===== config.mk =====
export PLATFORM = sky130hd
export DESIGN_NAME = tam_ctrl
export DESIGN_NICKNAME = d
export VERILOG_FILES = /design/src/design/tam_pkg.sv /design/src/design/tam_ctrl.sv
export SDC_FILE = /design/constraint.sdc
export NUM_CORES = 1
export LEC_CHECK = 0
export ABC_AREA = 1
export BUFFER_PORTS_ARGS = -buffer_cell sky130_fd_sc_hd__buf_2
export CAP_MARGIN = 20
export CORE_AREA = 2 2 39 41
export DETAILED_ROUTE_END_ITERATION = 10
export DIE_AREA = 0 0 41 43
export SYNTH_ARGS = -nofsm -noshare
export SYNTH_HDL_FRONTEND = slang
export SYNTH_SLANG_ARGS = --single-unit
export TNS_END_PERCENT = 100

===== constraint.sdc =====
create_clock -name clk -period 1.1 [get_ports clk]
set_input_delay 0.11 -clock clk [delete_from_list [all_inputs] [get_ports clk]]
set_output_delay 0.11 -clock clk [all_outputs]
set_load 0.02 [all_outputs]

===== src/design/tam_pkg.sv =====
// Package for the triangle adjacency edge matcher: payload types, codes,
// state machine encoding and the controller/datapath command structs.
// No dependencies.
package tam_pkg;

  localparam int EDGE_SLOTS    = 4096;
  localparam int MAX_TRIANGLES = 65536;
  localparam int IDX_W         = $clog2(EDGE_SLOTS);
  localparam int CNT_W         = IDX_W + 1;
  localparam int TRI_W         = 17;
  localparam int VERT_W        = 16;
  localparam int KEY_W         = 2 * VERT_W;

  // request command codes
  localparam logic CMD_ADD   = 1'b0;
  localparam logic CMD_CLEAR = 1'b1;

  // result status codes
  localparam logic [1:0] ST_STORED = 2'd0;
  localparam logic [1:0] ST_MATCH  = 2'd1;
  localparam logic [1:0] ST_FULL   = 2'd2;
  localparam logic [1:0] ST_LIMIT  = 2'd3;

  // edge slot codes
  localparam logic [1:0] EDGE_AB = 2'd0;
  localparam logic [1:0] EDGE_BC = 2'd1;
  localparam logic [1:0] EDGE_CA = 2'd2;

  typedef struct packed {
    logic              cmd;
    logic [VERT_W-1:0] vert_a;
    logic [VERT_W-1:0] vert_b;
    logic [VERT_W-1:0] vert_c;
  } tam_in_t;

  typedef struct packed {
    logic [15:0] this_triangle;
    logic [1:0]  edge_slot;
    logic [1:0]  status;
    logic [15:0] neighbour_triangle;
    logic        last_result;
  } tam_out_t;

  typedef enum logic [2:0] {
    S_IDLE,
    S_LIMIT,
    S_PROBE,
    S_COMMIT
  } tam_state_t;

  // controller to datapath
  typedef struct packed {
    logic load;        // capture request
    logic clear;       // empty store, restart numbering
    logic probe_start; // rewind scan for the current edge
    logic probe_step;  // advance scan by one entry
    logic commit;      // emit edge result, insert on miss
    logic limit;       // emit triangle limit result
  } tam_cmd_t;

  // datapath to controller
  typedef struct packed {
    logic is_clear;
    logic at_limit;
    logic probe_done;
    logic last_edge;
    logic out_free;
  } tam_sts_t;

endpackage


===== src/design/tam_ctrl.sv =====
// Controller of the triangle adjacency edge matcher: sequences load,
// per-edge scan and result commit. Depends on tam_pkg.
module tam_ctrl import tam_pkg::*; (
  input  logic     clk,
  input  logic     rst_n,
  input  logic     in_valid,
  output logic     in_ready,
  input  tam_sts_t sts,
  output tam_cmd_t cmd
);

  tam_state_t state_r, state_nxt;

  // hold state
  always_ff @(posedge clk) begin
    if (!rst_n) begin
      state_r <= S_IDLE;
    end else begin
      state_r <= state_nxt;
    end
  end

  // next state
  always_comb begin
    state_nxt = state_r;
    unique case (state_r)
      S_IDLE: begin
        if (in_valid) begin
          state_nxt = S_PROBE;
        end
      end
      S_PROBE: begin
        if (sts.is_clear) begin
          state_nxt = S_IDLE;
        end else if (sts.at_limit) begin
          state_nxt = S_LIMIT;
        end else if (sts.probe_done) begin
          state_nxt = S_COMMIT;
        end
      end
      S_LIMIT: begin
        if (sts.out_free) begin
          state_nxt = S_IDLE;
        end
      end
      S_COMMIT: begin
        if (sts.out_free) begin
          state_nxt = sts.last_edge ? S_IDLE : S_PROBE;
        end
      end
      default: state_nxt = S_IDLE;
    endcase
  end

  // outputs
  always_comb begin
    cmd      = '0;
    in_ready = 1'b0;
    unique case (state_r)
      S_IDLE: begin
        in_ready         = 1'b1;
        cmd.load         = in_valid;
        cmd.probe_start  = in_valid;
      end
      S_PROBE: begin
        cmd.clear      = sts.is_clear;
        cmd.probe_step = !sts.is_clear && !sts.at_limit;
      end
      S_LIMIT: begin
        cmd.limit = sts.out_free;
      end
      S_COMMIT: begin
        cmd.commit      = sts.out_free;
        cmd.probe_start = sts.out_free && !sts.last_edge;
      end
      default: begin
        cmd = '0;
      end
    endcase
  end

endmodule


---- Word-level counts from Yosys, hierarchy flattened ----
Cells that the tools add are included.
operators by class
  reduce and logical (&&, ||, !) cells .... 7
  muxes and demuxes ....................... 15
  equality and inequality tests ........... 7
operators by type and width
  operator            count
  $mux 3              6
  $pmux 3 s4          1
  $eq 3x2->1 const B  2
  $mux 1              6
  $ne 2x2->1 const B  3
  $ne 4x4->1 const B  1
  $reduce_and 4->1    1
  $eq 3x1->1 const B  1
  $logic_not 1->1     3
  $logic_not 3->1     1
  $logic_and 1x1->1   2
  $mux 2              1
  $pmux 1 s2          1
storage, ports and cells
  logic and storage cells ................. 30
  output and inout port bits .............. 7
  input port bits ......................... 8
  flip-flop bits (word level) ............. 3

---- Logic depth before layout (Yosys ltp) ----
Gate-level depths: netlist of the first run.
  depth in word-level cells ............... 4
  mapped depth ............................ 10
  mapped depth without buffers ............ 10

---- Least setup slack after synthesis of the first run ----
No wires, ideal clock.
  kind .................................... flip-flop to output port
  from .................................... register state_r[1]
  to ...................................... output port cmd[3] (netlist name)
  data required time ...................... 0.990 ns
  buffers on the path ..................... 0
  setup slack ............................. -0.210 ns
  arrival ................................. 1.200 ns
  stages on the path, launching flop included .. 5
  cells stage by stage .................... dfxtp_1 inv_1 ha_1 nand2_1 a21oi_1
RTL lines
  item                      RTL line        RTL
  start: declaration        tam_ctrl.sv:12  tam_state_t state_r, state_nxt;
  start signal: assignment  tam_ctrl.sv:19  state_r <= state_nxt;
  end: declaration          tam_ctrl.sv:9   output tam_cmd_t cmd

==> metrics.cfg, run 1 <==
[cells_and_area]
largest-register=state_r
filler_cell_count=153
antenna_cells=0
area_growth_pct=102
nets=88
utilization=0.415
design_area_sq_um=574
top_regs=state_r (2)
multi_input_area_sq_um=263
drive_gt1_frac=0.581
final-seq-area_sq_um=47.5
largest_reg_flops=2

[clocking]
clockBufferDepth=2
holdBufCountCts=0
clk_pin_slew_ns=0.03
cts.sinks=2
cts_buffers=3
cts-root-buf=clkbuf_4
tritoncts=built
clkLatencyLatePin_ns=0.22
htree_levels=1

[sta]
whs_ns=0.120
timing.final.crit_share=1.18
min_period_ns=1.30
worst_pin_slew_ns=0.122
finClkSkew_ns=0.00472
worst_slack_ns=-0.196
finalSetupViolations=8
rsz0062_at_grt=yes
maxSlewHeadroom=0.919
finalHoldViolations=0
slew_viol_final=0
fmax_ghz=0.771

[yosys]
synth-seq-cells=2
synthDistinctLibCells=10
synth_area_leader_cell=nand2_1
syn_area_sq_um=284
yosysTopAreaCellShare=0.238
synth.avg_cell_area_sq_um=5.46
ys_seq_area_frac=0.141
synth_fp_nets=64
synth_area_leaders=nand2_1 24%, inv_1 21%, ha_1 18%
yosys_warnings=0
syn-instance-count=52

[setup_path]
r2r_cells=8
r2r_slack_ns=-0.13
criticalPathCategory=reg -> out
crit_start=state_r[0]
worstPathArrival_ns=1.19
cp_max_fo=4
worst_ep_required_time_ns=0.99
reg2reg_to=state_r[1]
reg2reg_from=state_r[1]
crit_path_start_kind=flop
end_kind=primary output

[detailed_routing]
routed_wl_um=750
ant_nets=0
vias=361
wire_per_inst_um=8.33
firstDrtPassIters=4
viasPerCell=4.01
drt_iter0_drc=5
drc=0

[placement]
place.gp.congestion=0.707
io_buffers=14
post_dp_cell_area_sq_um=420
dp_slack_ns=-0.123
place_hpwl_um=510

[global_route]
antenna_found_initial=0
grt_pass1_wl_mm=1.08
first_global_vias=276
grt_usage=0.0922
grt_max_degree=5
grt_overflow=0

[pwr]
internal-power_uw=759
switching_share=0.457
p_leak_uw=0.000323
ir_drop_mv=1.26
p_per_area_mw_per_mm2=2430
netSwitchingPower_uw=638
pwr-share-seq=0.152
p_clk_frac=0.113
p_comb_frac=0.736

[flow_run]
maxCapViolations=0

[floorplanning]
start_util=0.205
fp.dieW_um=41
die_area_sq_mm=0.00176
core-area_sq_mm=0.00138
rows=14
num_io_pins=15
die_y_um=43

[run_status]
violations=setup timing
outcome=complete, but fails checks

[hold_path]
min_to=state_r[0]
hp-class=in -> reg
hp-start=rst_n
hold_depth=3

-- power by group through the flow --
stage / logic (uW) / clock network [uW] / registers (uW)
after floorplan: 528 / 0 / 142
after global placement: 726 / 0 / 149
after detailed placement: 726 / 0 / 147
after CTS: 860 / 166 / 158
after global routing: 1120 / 176 / 217
final: 1030 / 157 / 212
-- worst max-delay path by stage --
stage,end
2_1_floorplan,state_r[1]
6_report,cmd[2]
5_1_grt,cmd[2]
3_5_place_dp,state_r[1]
4_1_cts,cmd[0]
3_3_place_gp,state_r[1]
-- what timing repair did --
action	CTS	global route
gates resized for setup	9	25
setup buffers	2	0
setup endpoints to repair	8	9
pin swaps	2	8
endpoints found under the hold margin	0	0
-- routing by layer --
| metal | global-route usage | wire (um) | vias up |
|---|---|---|---|
| met2 | 0.128 | 400 | 9 |
| met5 | 0 | 0 | - |
| met1 | 0.115 | 326 | 159 |
| met3 | 0.0471 | 23 | 0 |
| met4 | 0.0400 | 0 | 0 |
| li1 | - | - | 193 |
-- Yosys cell counts --
master	n
nor2_2	3
nand2_1	18
nand3_1	3
or2_0	1
nor2_1	2
inv_1	16
ha_1	4
dfxtp_1	2
o21ai_2	1
a21oi_1	2
-- cell usage in the layout, fill, tap and decap left out --
master and count:
nor2_2 3, nand2_2 2, or2_0 1, buf_2 7, clkbuf_4 3, buf_4 5, nand3_1 2, nand2_1 15
o21ai_4 1, dfxtp_4 2, nor2_1 2, inv_1 10, buf_6 7, a21oi_2 1, inv_6 2, ha_4 4
nand3_2 1, inv_2 4, a21oi_1 1, nand2_4 1
-- worst max-delay path, cell delays in order, from the launching register on --
cell,delay (ns)
dfxtp_4,0.37
inv_6,0.08
ha_4,0.14
inv_2,0.03
nor2_2,0.08
nand2_1,0.08
inv_1,0.07
buf_6,0.11
-- final cells by class --
class | count | share of cell area
Inverter | 16 | 0.122
Sequential cell | 2 | 0.0828
Timing Repair Buffer | 19 | 0.264
Multi-Input combinational cell | 34 | 0.458
Tap cell | 16 | 0.0349
Clock buffer | 3 | 0.0392
-- metrics by stage --
step / std cells / power, uW / TNS (ns)
CTS: 90 / 1180 / -1.02
finish: 90 / 1400 / -0.841
global route: 90 / 1510 / -1.23
global placement: 85 / 874 / -0.200
floorplan: 52 / 671 / 0
detailed placement: 85 / 873 / -0.247
-- logic make-up after synthesis --
kind of cell,share of synthesized area
AND/OR/NAND/NOR,0.405
adder cells (fa/ha/maj),0.176
flip-flops,0.141
buffers and inverters,0.211
AO/OA/AOI/OAI,0.0661
Note: power is estimated with default switching activity, not from simulation.
==> inputs of run 2 (changes only) <==
Settings changed: CORE_AREA 2 2 39 41 to 4 4 41 43, DIE_AREA 0 0 41 43 to 0 0 45 47.
==> metrics.cfg, run 2 (synthesis gave the netlist of run 1 again) <==
[run_status]
outcome=complete, but fails checks
violations=setup timing

[clocking]
cts_buffers=3  ; unchanged
clockBufferDepth=2  ; unchanged
tritoncts=built
clk_pin_slew_ns=0.03  ; about the same
cts.sinks=2  ; unchanged
cts-root-buf=clkbuf_4
htree_levels=1  ; unchanged
clkLatencyLatePin_ns=0.22  ; about the same

[cells_and_area]
final_cell_mix=15 x nand2_1, 11 x inv_1, 8 x buf_6, 7 x buf_2, 6 x buf_4
largest_reg_flops=2  ; unchanged
drive_gt1_frac=0.592  ; +0.0110
final_cells=91  ; +1.1%
antenna_cells=0  ; unchanged
nets=90  ; +2.3%
mostFrequentLayoutCell=nand2_1
area_growth_pct=107
top_regs=state_r (2)
largest-register=state_r

[global_route]
grt_pass1_wl_mm=1.44  ; +33%
antenna_found_initial=0  ; unchanged
grt_max_degree=5  ; unchanged
first_global_vias=386  ; +40%
grt_usage=0.0946  ; +0.00238
grt_overflow=0  ; unchanged

[setup_path]
crit_path_start_kind=flop
crit_start=state_r[0]
cpMaxStageDelayCell=dfxtp_4
cp_max_fo=4  ; unchanged
criticalPathCategory=reg -> out
setup.worst_path.end=cmd[2]
path_cells=inv_4 -> ha_4 -> inv_2 -> nor2_4 -> nand2_2 -> inv_1 -> buf_6
r2r_cells=11  ; +3
reg2reg_to=state_r[1]
worstPathArrival_ns=1.18  ; about the same
end_kind=primary output
reg2reg_from=state_r[0]
worst_ep_required_time_ns=0.99  ; about the same
r2r_slack_ns=-0.15  ; -0.02 ns
max_stage_delay_ns=0.36  ; about the same

[detailed_routing]
drc=0  ; unchanged
viasPerCell=4.01  ; about the same
routed_wl_um=854  ; +14%
ant_nets=0  ; unchanged
vias=365  ; +1.1%
firstDrtPassIters=2  ; -2
drt_iter0_drc=4  ; -1
wire_per_inst_um=9.38  ; +13%

[pwr]
power_uw=1410  ; +1.0%
ir_drop_mv=0.990  ; -21%
p_leak_uw=0.000339  ; +5.1%
p_per_area_mw_per_mm2=2390  ; -1.6%

[sta]
whs_ns=0.118  ; -0.00172 ns
worst_pin_slew_ns=0.145  ; +0.0232 ns
tns_ns=-0.984  ; -0.143 ns
fmax_ghz=0.778  ; +0.85%
worst_slack_ns=-0.185  ; +0.0110 ns
finalHoldViolations=0  ; unchanged
finClkSkew_ns=0.000279  ; -0.00444 ns
finalSetupViolations=7  ; -1
min_period_ns=1.29  ; -0.0110 ns
slew_viol_final=0  ; unchanged
maxSlewHeadroom=0.903  ; -0.0152
rsz0062_at_grt=yes
timing.final.crit_share=1.17  ; -0.00996

[placement]
io_buffers=14  ; unchanged
place.gp.congestion=0.688  ; -2.6%
dp_slack_ns=-0.123  ; +0.000145 ns
dp.cells=83  ; -2.4%
place_hpwl_um=589  ; +16%

[floorplanning]
die_area_sq_mm=0.00212  ; +20%
die_y_um=47  ; +9.3%
core-area_sq_mm=0.00130  ; -6.0%
rows=13  ; -1
start_util=0.218  ; +0.0130
fp.dieW_um=45  ; +9.8%
num_io_pins=15  ; unchanged

[hold_path]
hold_depth=3  ; unchanged
hp-class=in -> reg

[flow_run]
maxCapViolations=0  ; unchanged

-- run 2: cell type report --
cell class | instances | area (sq um)
Tap cell | 15 | 18.8
Fill cell | 139 | 712
Clock buffer | 3 | 22.5
Inverter | 16 | 65.1
Timing Repair Buffer | 21 | 170
Multi-Input combinational cell | 34 | 265
Sequential cell | 2 | 47.5
-- run 2: what timing repair did --
item,CTS,global route
hold endpoints to repair,0,0
hold buffers,0,0
buffers inserted,5,0
pin swaps,9,3
resized for setup,26,7
endpoints found under the setup margin,8,9
-- run 2: stage by stage --
step           area (sq um)   util
4_1_cts                 569  0.438
3_5_place_dp            412  0.316
2_1_floorplan           308      -
5_1_grt                 589  0.453
3_3_place_gp            412  0.316
6_report                589  0.453
-- run 2: power breakdown --
part / total (uW) / leakage [uW] / switching [uW] / internal (uW)
Sequential: 197 / 0.0000178 / 71.6 / 125
Clock: 163 / 0.0000138 / 42.2 / 120
Combinational: 1050 / 0.000307 / 519 / 532
-- run 2: metal layers --
layer	global-route usage	share of wire
met2	0.189	0.62
met4	0.0702	0
met5	0	0
met1	0.0858	0.34
met3	0.0115	0.039
-- run 2: critical path: cells and delay by family, from the launching register on --
family / cells / cell delay [ns]
and+or+nand+nor: 2 / 0.14
buffers and inverters: 4 / 0.30
adders and majority gates: 1 / 0.14
DFF: 1 / 0.36
-- run 2: how the worst min path moves through the flow --
stage	slack (ns)	end	from
6_report	0.12	state_r[0]	rst_n
3_3_place_gp	0.35	state_r[0]	rst_n
4_1_cts	0.11	state_r[0]	rst_n
5_1_grt	0.13	state_r[1]	rst_n
3_5_place_dp	0.36	state_r[0]	rst_n
2_1_floorplan	0.22	state_r[0]	rst_n
